**src/edq_pkg.sv**
```systemverilog
// Shared types and constants for the edge/delay condition qualifier.
`timescale 1ns / 1ps

package edq_pkg;

    localparam int TIME_W    = 32;
    localparam int CFG_IDX_W = 1;
    localparam int CFG_W     = 32;

    localparam logic [CFG_IDX_W-1:0] REG_EDGE_MODE   = 1'd0;
    localparam logic [CFG_IDX_W-1:0] REG_DELAY_TICKS = 1'd1;

    localparam logic [1:0] EDGE_LEVEL   = 2'd0;
    localparam logic [1:0] EDGE_RISING  = 2'd1;
    localparam logic [1:0] EDGE_FALLING = 2'd2;
    localparam logic [1:0] EDGE_EITHER  = 2'd3;

    typedef struct packed {
        logic              level;
        logic [TIME_W-1:0] sample_time;
    } in_item_t;

    typedef struct packed {
        logic result;
        logic history_overflow;
    } out_item_t;

    typedef struct packed {
        logic [TIME_W-1:0] stamp;
        logic              value;
    } hist_entry_t;

    typedef enum logic [1:0] {
        ST_IDLE,
        ST_READ,
        ST_CHECK
    } state_t;

endpackage

```
**src/edge_delay_condition_qualifier.sv**
```systemverilog
// Top level: edge qualification plus time-delayed sample history with sequential scan.
`timescale 1ns / 1ps

// Usage
//   s_ channel: one request per evaluation, {level, sample_time}; sample_time
//   must not decrease. m_ channel: one {result, history_overflow} per request.
//   cfg_wen/cfg_index/cfg_wdata: write edge_mode (index 0) or delay_ticks
//   (index 1) while no request is in flight.
// Result paths
//   delay_ticks == 0 or sample_time < delay_ticks: result registered in the cycle after accept.
//   Otherwise the history ring is scanned from the oldest entry, one entry per
//   cycle through the single registered memory read port (a READ state, then
//   one CHECK state per entry examined, up to HISTORY_DEPTH entries).
//   s_ready is low during the scan, so no new request is taken until it ends.
// Reset
//   aresetn (sync, low) clears state, config, m_valid, edge history flag and ring
//   head/count; memory contents and datapath/result data registers are not cleared.
// Stall
//   The result register holds while m_ready is low; a new request is taken only
//   once the pending result leaves (or leaves in the same cycle).
module edge_delay_condition_qualifier #(
    parameter int HISTORY_DEPTH = 64
) (
    input  logic                            aclk,
    input  logic                            aresetn,
    input  logic                            cfg_wen,
    input  logic [edq_pkg::CFG_IDX_W-1:0]   cfg_index,
    input  logic [edq_pkg::CFG_W-1:0]       cfg_wdata,
    input  logic                            s_valid,
    output logic                            s_ready,
    input  edq_pkg::in_item_t               s_data,
    output logic                            m_valid,
    input  logic                            m_ready,
    output edq_pkg::out_item_t              m_data
);

    localparam int IDX_W = (HISTORY_DEPTH > 1) ? $clog2(HISTORY_DEPTH) : 1;
    localparam int CNT_W = $clog2(HISTORY_DEPTH + 1);
    localparam logic [CNT_W-1:0] DEPTH_CNT = CNT_W'(HISTORY_DEPTH);
    localparam logic [CNT_W-1:0] DEPTH_M1  = CNT_W'(HISTORY_DEPTH - 1);

    function automatic logic [IDX_W-1:0] ring_add(input logic [IDX_W-1:0] a,
                                                  input logic [IDX_W-1:0] b);
        logic [IDX_W:0] sum;
        sum = {1'b0, a} + {1'b0, b};
        if (sum >= (IDX_W+1)'(HISTORY_DEPTH)) begin
            sum = sum - (IDX_W+1)'(HISTORY_DEPTH);
        end
        return sum[IDX_W-1:0];
    endfunction

    edq_pkg::hist_entry_t hist_mem [HISTORY_DEPTH];
    edq_pkg::hist_entry_t rd_data_reg;

    edq_pkg::state_t state_reg, state_next;

    logic [1:0]                  edge_mode_reg;
    logic [edq_pkg::TIME_W-1:0]  delay_reg;
    logic                        prior_reg, has_prior_reg;
    logic [IDX_W-1:0]            head_reg, head_next;
    logic [CNT_W-1:0]            count_reg, count_next;
    logic [edq_pkg::TIME_W-1:0]  target_reg;
    logic                        ovf_reg, ovf_next;
    logic [IDX_W-1:0]            chk_idx_reg, chk_idx_next;
    logic                        sel_found_reg, sel_found_next;
    logic [IDX_W-1:0]            sel_idx_reg, sel_idx_next;
    logic                        sel_val_reg, sel_val_next;
    logic                        m_valid_reg, m_valid_next;
    edq_pkg::out_item_t          m_data_reg, m_data_next;

    logic                 accept;
    logic                 edge_val;
    logic                 delay_zero;
    logic                 before_delay;
    logic                 full;
    logic [IDX_W-1:0]     head_push;
    logic [CNT_W-1:0]     count_push;
    logic [IDX_W-1:0]     wr_addr;
    logic                 wr_en;
    logic [IDX_W-1:0]     rd_addr;
    logic                 pass;
    logic [CNT_W-1:0]     next_cnt;
    logic                 scan_more;
    logic                 fin_found;
    logic [IDX_W-1:0]     fin_idx;
    logic                 fin_val;

    assign s_ready = (state_reg == edq_pkg::ST_IDLE) && (!m_valid_reg || m_ready);
    assign accept  = s_valid && s_ready;
    assign m_valid = m_valid_reg;
    assign m_data  = m_data_reg;

    assign delay_zero   = (delay_reg == '0);
    assign before_delay = (s_data.sample_time < delay_reg);

    always_comb begin
        case (edge_mode_reg)
            edq_pkg::EDGE_LEVEL:   edge_val = s_data.level;
            edq_pkg::EDGE_RISING:  edge_val = has_prior_reg && s_data.level && !prior_reg;
            edq_pkg::EDGE_FALLING: edge_val = has_prior_reg && !s_data.level && prior_reg;
            edq_pkg::EDGE_EITHER:  edge_val = has_prior_reg && (s_data.level != prior_reg);
            default:               edge_val = 1'b0;
        endcase
    end

    // push position, dropping the oldest entry when the ring is full
    assign full       = (count_reg == DEPTH_CNT);
    assign head_push  = full ? ring_add(head_reg, IDX_W'(1)) : head_reg;
    assign count_push = full ? DEPTH_M1 : count_reg;
    assign wr_addr    = ring_add(head_push, count_push[IDX_W-1:0]);
    assign wr_en      = accept && !delay_zero;

    // scan step
    assign pass      = (rd_data_reg.stamp <= target_reg);
    assign next_cnt  = CNT_W'(chk_idx_reg) + CNT_W'(1);
    assign scan_more = pass && (next_cnt < count_reg);
    assign fin_found = sel_found_reg || pass;
    assign fin_idx   = pass ? chk_idx_reg : sel_idx_reg;
    assign fin_val   = pass ? rd_data_reg.value : sel_val_reg;

    // next state
    always_comb begin
        state_next = state_reg;
        case (state_reg)
            edq_pkg::ST_IDLE: begin
                if (accept && !delay_zero && !before_delay) begin
                    state_next = edq_pkg::ST_READ;
                end
            end
            edq_pkg::ST_READ: begin
                state_next = edq_pkg::ST_CHECK;
            end
            edq_pkg::ST_CHECK: begin
                if (!scan_more) begin
                    state_next = edq_pkg::ST_IDLE;
                end
            end
            default: begin
                state_next = edq_pkg::ST_IDLE;
            end
        endcase
    end

    // datapath and outputs
    always_comb begin
        head_next      = head_reg;
        count_next     = count_reg;
        ovf_next       = ovf_reg;
        chk_idx_next   = chk_idx_reg;
        sel_found_next = sel_found_reg;
        sel_idx_next   = sel_idx_reg;
        sel_val_next   = sel_val_reg;
        m_valid_next   = m_valid_reg && !m_ready;
        m_data_next    = m_data_reg;
        rd_addr        = head_reg;
        case (state_reg)
            edq_pkg::ST_IDLE: begin
                if (accept) begin
                    if (delay_zero) begin
                        m_valid_next                = 1'b1;
                        m_data_next.result          = edge_val;
                        m_data_next.history_overflow = 1'b0;
                    end else begin
                        head_next      = head_push;
                        count_next     = count_push + CNT_W'(1);
                        ovf_next       = full;
                        chk_idx_next   = '0;
                        sel_found_next = 1'b0;
                        sel_idx_next   = '0;
                        sel_val_next   = 1'b0;
                        if (before_delay) begin
                            m_valid_next                = 1'b1;
                            m_data_next.result          = 1'b0;
                            m_data_next.history_overflow = full;
                        end
                    end
                end
            end
            edq_pkg::ST_READ: begin
                rd_addr = head_reg;
            end
            edq_pkg::ST_CHECK: begin
                if (scan_more) begin
                    rd_addr        = ring_add(head_reg, next_cnt[IDX_W-1:0]);
                    chk_idx_next   = next_cnt[IDX_W-1:0];
                    sel_found_next = 1'b1;
                    sel_idx_next   = chk_idx_reg;
                    sel_val_next   = rd_data_reg.value;
                end else begin
                    m_valid_next                = 1'b1;
                    m_data_next.result          = fin_found && fin_val;
                    m_data_next.history_overflow = ovf_reg;
                    if (fin_found) begin
                        head_next  = ring_add(head_reg, fin_idx);
                        count_next = count_reg - CNT_W'(fin_idx);
                    end
                end
            end
            default: begin
                rd_addr = head_reg;
            end
        endcase
    end

    always_ff @(posedge aclk) begin
        if (!aresetn) begin
            state_reg     <= edq_pkg::ST_IDLE;
            edge_mode_reg <= edq_pkg::EDGE_LEVEL;
            delay_reg     <= '0;
            prior_reg     <= 1'b0;
            has_prior_reg <= 1'b0;
            head_reg      <= '0;
            count_reg     <= '0;
            m_valid_reg   <= 1'b0;
        end else begin
            state_reg   <= state_next;
            head_reg    <= head_next;
            count_reg   <= count_next;
            m_valid_reg <= m_valid_next;
            if (accept) begin
                prior_reg     <= s_data.level;
                has_prior_reg <= 1'b1;
            end
            if (cfg_wen) begin
                case (cfg_index)
                    edq_pkg::REG_EDGE_MODE:   edge_mode_reg <= cfg_wdata[1:0];
                    edq_pkg::REG_DELAY_TICKS: delay_reg     <= cfg_wdata[edq_pkg::TIME_W-1:0];
                    default: ;
                endcase
            end
        end
    end

    always_ff @(posedge aclk) begin
        ovf_reg       <= ovf_next;
        chk_idx_reg   <= chk_idx_next;
        sel_found_reg <= sel_found_next;
        sel_idx_reg   <= sel_idx_next;
        sel_val_reg   <= sel_val_next;
        m_data_reg    <= m_data_next;
        if (accept) begin
            target_reg <= s_data.sample_time - delay_reg;
        end
    end

    // history ring
    always_ff @(posedge aclk) begin
        if (wr_en) begin
            hist_mem[wr_addr] <= '{stamp: s_data.sample_time, value: edge_val};
        end
        rd_data_reg <= hist_mem[rd_addr];
    end

endmodule

```
**config.mk**
```make
export PLATFORM = sky130hd
export DESIGN_NAME = edge_delay_condition_qualifier
export DESIGN_NICKNAME = d
export VERILOG_FILES = /design/src/edq_pkg.sv /design/src/edge_delay_condition_qualifier.sv
export SDC_FILE = /design/constraint.sdc
export NUM_CORES = 2
export LEC_CHECK = 0
export BUFFER_PORTS_ARGS = -buffer_cell sky130_fd_sc_hd__buf_2
export CAP_MARGIN = 20
export CORE_MARGIN = 5
export CORE_UTILIZATION = 59
export CTS_CLUSTER_SIZE = 30
export DETAILED_ROUTE_END_ITERATION = 8
export PLACE_DENSITY = 0.72
export REMOVE_ABC_BUFFERS = 1
export SYNTH_ARGS = -nofsm -noshare
export SYNTH_HDL_FRONTEND = slang
export SYNTH_SLANG_ARGS = --single-unit
export TNS_END_PERCENT = 10
```
**constraint.sdc**
```tcl
create_clock -name aclk -period 7.5 [get_ports aclk]
set_input_delay 1.125 -clock aclk [delete_from_list [all_inputs] [get_ports aclk]]
set_output_delay 1.125 -clock aclk [all_outputs]
set_load 0.02 [all_outputs]
```
## Yosys cells after proc, flatten, opt, wreduce, memory -nomap -nowiden

Memories as Yosys holds them, arrays and structs flattened. A register that Yosys moved wholly into a read port is not among the register bits.
Cells that the tools add are included.

- RAM bits: 2112
- Output and inout port bits: 4
- Bits in registers: 101
- Logic and storage cells: 131
- Memories kept: 1

- Muxes and demuxes: 48
- $lt $le $gt $ge: 7
- Equality and inequality tests: 14
- Add/sub/neg operators: 12
- Bitwise operators: 2
- Reductions and logical operators: 31

Memories:

| name | depth | bits a word | read ports | clocked after memory_dff | write ports | line | source |
|---|---|---|---|---|---|---|---|
| hist_mem | 64 | 33 | 1 | 1 | 1 | edge_delay_condition_qualifier.sv:52 | `edq_pkg::hist_entry_t hist_mem [HISTORY_DEPTH];` |

Operators with widths:

| operator | count |
|---|---|
| two-way mux 6 bit | 16 |
| one-hot mux 6 bit (2 select lines) | 3 |
| two-way mux 7 bit | 5 |
| <= comparator 32 bit | 1 |
| zero test 32 bit | 1 |
| < comparator 32 bit | 1 |
| subtractor 32 bit | 1 |
| greater-or-equal comparator 7 bit, second input constant | 4 |
| subtractor 6 x 1 -> 6 bit, second input constant | 4 |
| adder 6 x 6 -> 7 bit | 3 |
| adder 6 x 1 -> 7 bit, second input constant | 2 |
| one-hot mux 7 bit (2 select lines) | 1 |
| logical AND 1 bit | 12 |
| two-way mux 2 bit | 6 |
| two-way mux 1 bit | 11 |
| != test 2 bit, second input constant | 5 |
| AND reduction 4 bit | 2 |
| adder 7 x 1 -> 7 bit, second input constant | 1 |
| == test 7 bit, second input constant | 1 |
| < comparator 7 bit | 1 |
| subtractor 7 x 6 -> 7 bit | 1 |
| == test 2 bit, second input constant | 3 |
| zero test 1 bit | 6 |
| one-hot mux 1 bit (2 select lines) | 3 |
| 14 further kinds | 20 |

## Longest topological paths before layout

- Depth after elaboration: 8
- Mapped depth: 20
- Gate-level depth less buffers: 19

## Worst setup path after synthesis

Ideal clock, no wire load.

- Kind: in2reg
- Start: input m_ready
- End: memory hist_mem[11][0] in the netlist's numbering (enable)
- Path slack: 2096 ps
- Arrival time: 4980 ps
- Path buffers: 0
- Data required time: 7077 ps
- Stages: 9
- Path through: nor2b_1 nor3_1 nand2_1 inv_1 o21ai_0 inv_1 and2_1 nand3_1 nor2_1

- Cells in the longest elaborated chain, start to end: 6

Ends and longest elaborated chain:

| what | line | source |
|---|---|---|
| start: declaration | edge_delay_condition_qualifier.sv:33 | `input logic m_ready,` |
| logical OR 1 bit | edge_delay_condition_qualifier.sv:88 | `assign s_ready = (state_reg == edq_pkg::ST_IDLE) && (!m_valid_reg \|\| m_ready);` |
| logical AND 1 bit | edge_delay_condition_qualifier.sv:88 |  |
| net s_ready | edge_delay_condition_qualifier.sv:30 | `output logic s_ready,` |
| logical AND 1 bit | edge_delay_condition_qualifier.sv:89 | `assign accept = s_valid && s_ready;` |
| net accept | edge_delay_condition_qualifier.sv:71 | `logic accept;` |
| logical AND 1 bit | edge_delay_condition_qualifier.sv:111 | `assign wr_en = accept && !delay_zero;` |
| two-way mux 1 bit | edge_delay_condition_qualifier.sv:248 | `if (wr_en) begin` |
| two-way mux 1 bit (implied by the code) | edge_delay_condition_qualifier.sv:249 | `hist_mem[wr_addr] <= '{stamp: s_data.sample_time, value: edge_val};` |
| end: declaration | edge_delay_condition_qualifier.sv:52 |  |

The timed path passes the listed nets, and every way through them passes these cells.

## Worst setup path after layout

- Start: register chk_idx_reg[0]
- End: register, netlist name rd_data_reg[14]

- Cells in the longest elaborated chain, start to end: 6

Ends and longest elaborated chain:

| what | line | source |
|---|---|---|
| start: declaration | edge_delay_condition_qualifier.sv:64 | `logic [IDX_W-1:0] chk_idx_reg, chk_idx_next;` |
| start signal: assignment | edge_delay_condition_qualifier.sv:236 | `chk_idx_reg <= chk_idx_next;` |
| adder 6 x 1 -> 7 bit * | edge_delay_condition_qualifier.sv:115 | `assign next_cnt = CNT_W'(chk_idx_reg) + CNT_W'(1);` |
| net next_cnt[4] | edge_delay_condition_qualifier.sv:82 | `logic [CNT_W-1:0] next_cnt;` |
| adder 6 x 6 -> 7 bit | edge_delay_condition_qualifier.sv:45 | `sum = {1'b0, a} + {1'b0, b};` |
| subtractor 6 x 1 -> 6 bit / greater-or-equal comparator 7 bit (equally long branches) | edge_delay_condition_qualifier.sv:47, edge_delay_condition_qualifier.sv:46 |  |
| two-way mux 6 bit | edge_delay_condition_qualifier.sv:46 | `if (sum >= (IDX_W+1)'(HISTORY_DEPTH)) begin` |
| two-way mux 6 bit * | edge_delay_condition_qualifier.sv:183 | `if (scan_more) begin` |
| two-way mux 6 bit * | edge_delay_condition_qualifier.sv:156 | `case (state_reg)` |

The timed path passes the listed nets; every way through them passes the cells marked *.
A chain may end at the register's enable or synchronous reset.

==> impl_metrics.tcl <==
set metrics [dict create \
    status "complete, but fails checks" \
    violations "max-slew violations" \
    synth-edff-count 2161 \
    crit_arrival_ps 7330 \
    period_minus_slack_ps 6540 \
    yosys_warnings 0 \
    ys_seq_area_share_pct 71.7 \
    ys_seq_elements 2246 \
    die_x_um 407 \
    die_area_um2 165000 \
    area_delta_synth_final_pct 12.0 \
    post-route-drc-count 0 \
    synthArstFlopShare_pct 0 \
    design.core.area_um2 156000 \
    cts_root_buffer "clkbuf_16" \
    hp-class "reg -> reg" \
    final_nets 6993 \
    powerDensity_nw_per_um2 294 \
    min-delay-start "delay_reg[25]" \
    irDropWorstVdd_mv 0.238 \
    worstPathRequired_ps 8280 \
    synth_top_family_by_area "simple AND/OR/NAND/NOR gates" \
    endpoint_kind "flip-flop" \
    cts_sinks 2246 \
    multi_input_area_um2 24600 \
    numCtsBuffers 214 \
    clkTransAtPathRegs_ps 60 \
    synth-compound-area-share_pct 8.08 \
    dp.cells 8660 \
    cts_hold_buf 0 \
    hpwl_um 163000 \
    final.setup_skew_ps 29.3 \
    fill_cells 10800 \
    crit_start "chk_idx_reg[0]" \
    seqCellArea_um2 66600 \
    io_buffers 74 \
    grt_pass1_wl_um 400000 \
    row_count 145 \
    whs_ps 471 \
    initial_core_util_pct 59.4 \
    vias_per_cell 6.69 \
    final_common_cell "edfxtp_1" \
    dr.pass1.iters 8 \
    setup_viol 0 \
    die_h_um 407 \
    wirelength_um 279000 \
    yosys.area_share.adder_pct 1.37 \
    postRouteAntennaNets 0 \
    vias 60700 \
    grt_pass1_vias 58200 \
    fmax_ghz 0.153 \
    gp_congestion 0.928 \
    startpoint_type "flip-flop" \
    post_cts.repair.setup_buffers 0 \
    largest_reg_flops 2112 \
    stdcell_count 9070 \
    synth_flop_cell "edfxtp_1" \
    clk_path_buf_depth 3 \
    grt_max_degree 132 \
    antenna_found_initial 11 \
    cts_tree "yes" \
    worstMarginPinSlew_ps 1550 \
    path_class "reg -> reg" \
    dr.first_iter.drc_count 9418 \
    min_period_over_period_pct 87.2 \
    finalHoldViolations 0 \
    synthesis.area_um2 92800 \
    rsz0062_at_grt "false" \
    worstReg2RegStart "chk_idx_reg[0]" \
    yosys.area_share.simple_pct 9.98 \
    cp_max_fo 54 \
    tns_ps 0 \
    design_area_um2 104000 \
    dpl_cell_area_um2 96700 \
    max_cap_violations 0 \
    post_drt_wl_per_cell_um 30.8 \
    post_cts_resized 0 \
    htree_levels 4 \
    timing.slew.headroom_pct -3.62 \
    slew_violations 2 \
    ys_types 69 \
    synth_xor_area_share_pct 0.500 \
    clock_latency_ps 850 \
    pin_count 75 \
    syn_inst 6717 \
    syn_area_per_cell_um2 13.8 \
    final_cell_mix "edfxtp_1 (2161), nand2_1 (1227), mux2i_1 (523), a21oi_1 (390), nand3_1 (372)" \
    grt_overflow 0 \
    drive_gt1_share_pct 10.5 \
    grt_use_total_pct 33.5 \
    power.leakage_nw 38.1 \
    muxShareOfSynthArea_pct 5.76 \
]
-- per-stage QoR --
stage / utilization (%) / setup slack [ps] / power, mW
floorplan: - / -54170 / 19.3
global placement: 61.7 / 830 / 19.5
detailed placement: 61.8 / 1230 / 19.6
CTS: 66.4 / 1200 / 30.5
global route: 66.5 / 842 / 31.4
finish: 66.5 / 957 / 30.6
-- routing by layer --
layer / track usage, % / share of wire, %
met4: 15.8 / 5.4
met5: 0 / 0.010
met3: 9.35 / 14
met1: 46.7 / 37
met2: 49.5 / 44
-- area by class of cell --
cell class	instances	area share, %
antenna	6	0.0144
clock buffer	265	5.55
clock inverter	134	1.36
inverter	108	0.390
multi-input combinational	3940	23.7
sequential	2246	64.1
tap	2058	2.48
timing repair buffer	313	2.49
-- where the power goes --
| part | total (mW) | leakage [nW] | internal [mW] | switching [mW] |
|---|---|---|---|---|
| clock network | 11.1 | 3.51 | 6.41 | 4.68 |
| logic | 4.97 | 14.4 | 1.47 | 3.50 |
| registers | 14.5 | 20.2 | 14.3 | 0.278 |
-- synthesized netlist by cell type (9+ instances only) --
cell,count,area (um2)
a311oi_1,62,543
o21ai_0,94,470
a22oi_1,29,218
nand3_1,372,1860
and2_1,13,81.3
mux2i_1,526,5270
a41oi_1,33,289
o211ai_1,31,233
nor4_1,43,269
dfxtp_1,85,1700
a21oi_1,391,1960
o221ai_1,196,1720
buf_6,15,169
o21ai_1,32,160
o311ai_1,29,254
nand4_1,42,263
a31oi_1,46,288
nand2_1,1229,4610
xnor2_1,36,315
inv_1,107,402
clkbuf_1,219,822
a211o_1,34,298
nor2b_1,9,56.3
buf_2,117,586
buf_4,38,285
a21o_1,24,180
edfxtp_1,2161,64900
nor2_1,166,623
xor2_1,17,149
buf_1,34,128
nand2b_1,122,763
ha_1,94,1180
o22ai_1,67,419
nor3_1,109,546
-- worst paths after layout --
kind	end	slack (ps)	depth (start not counted)
min	delay_reg[25]	470	2
max reg2reg	rd_data_reg[14]	960	15
max	rd_data_reg[14]	960	15
min reg2reg	delay_reg[25]	470	2
-- critical path: stages, from the launching register on --
cell and delay (ps):
edfxtp_1 470, ha_1 220, nand3_1 120, xnor2_1 290
ha_1 300, a21oi_1 160, o31ai_1 110, a31oi_1 480
o2111a_4 550, mux2i_4 670, nand2_4 680, buf_4 490
o221ai_1 310, a41oi_1 170, a22oi_1 1210, a211o_1 180
-- cell families (layout without fill, tap and decap cells) --
| group | after synthesis | after routing |
|---|---|---|
| muxes | 533 | 533 |
| xor gates and xnor gates | 53 | 53 |
| AOI/OAI and AO/OA | 1124 | 1124 |
| adders and majority gates | 99 | 99 |
| other | 0 | 6 |
| DFF | 2246 | 2246 |
| and+or+nand+nor | 2131 | 2131 |
| buffers and inverters | 531 | 820 |
(Power assumes the default switching activity.)
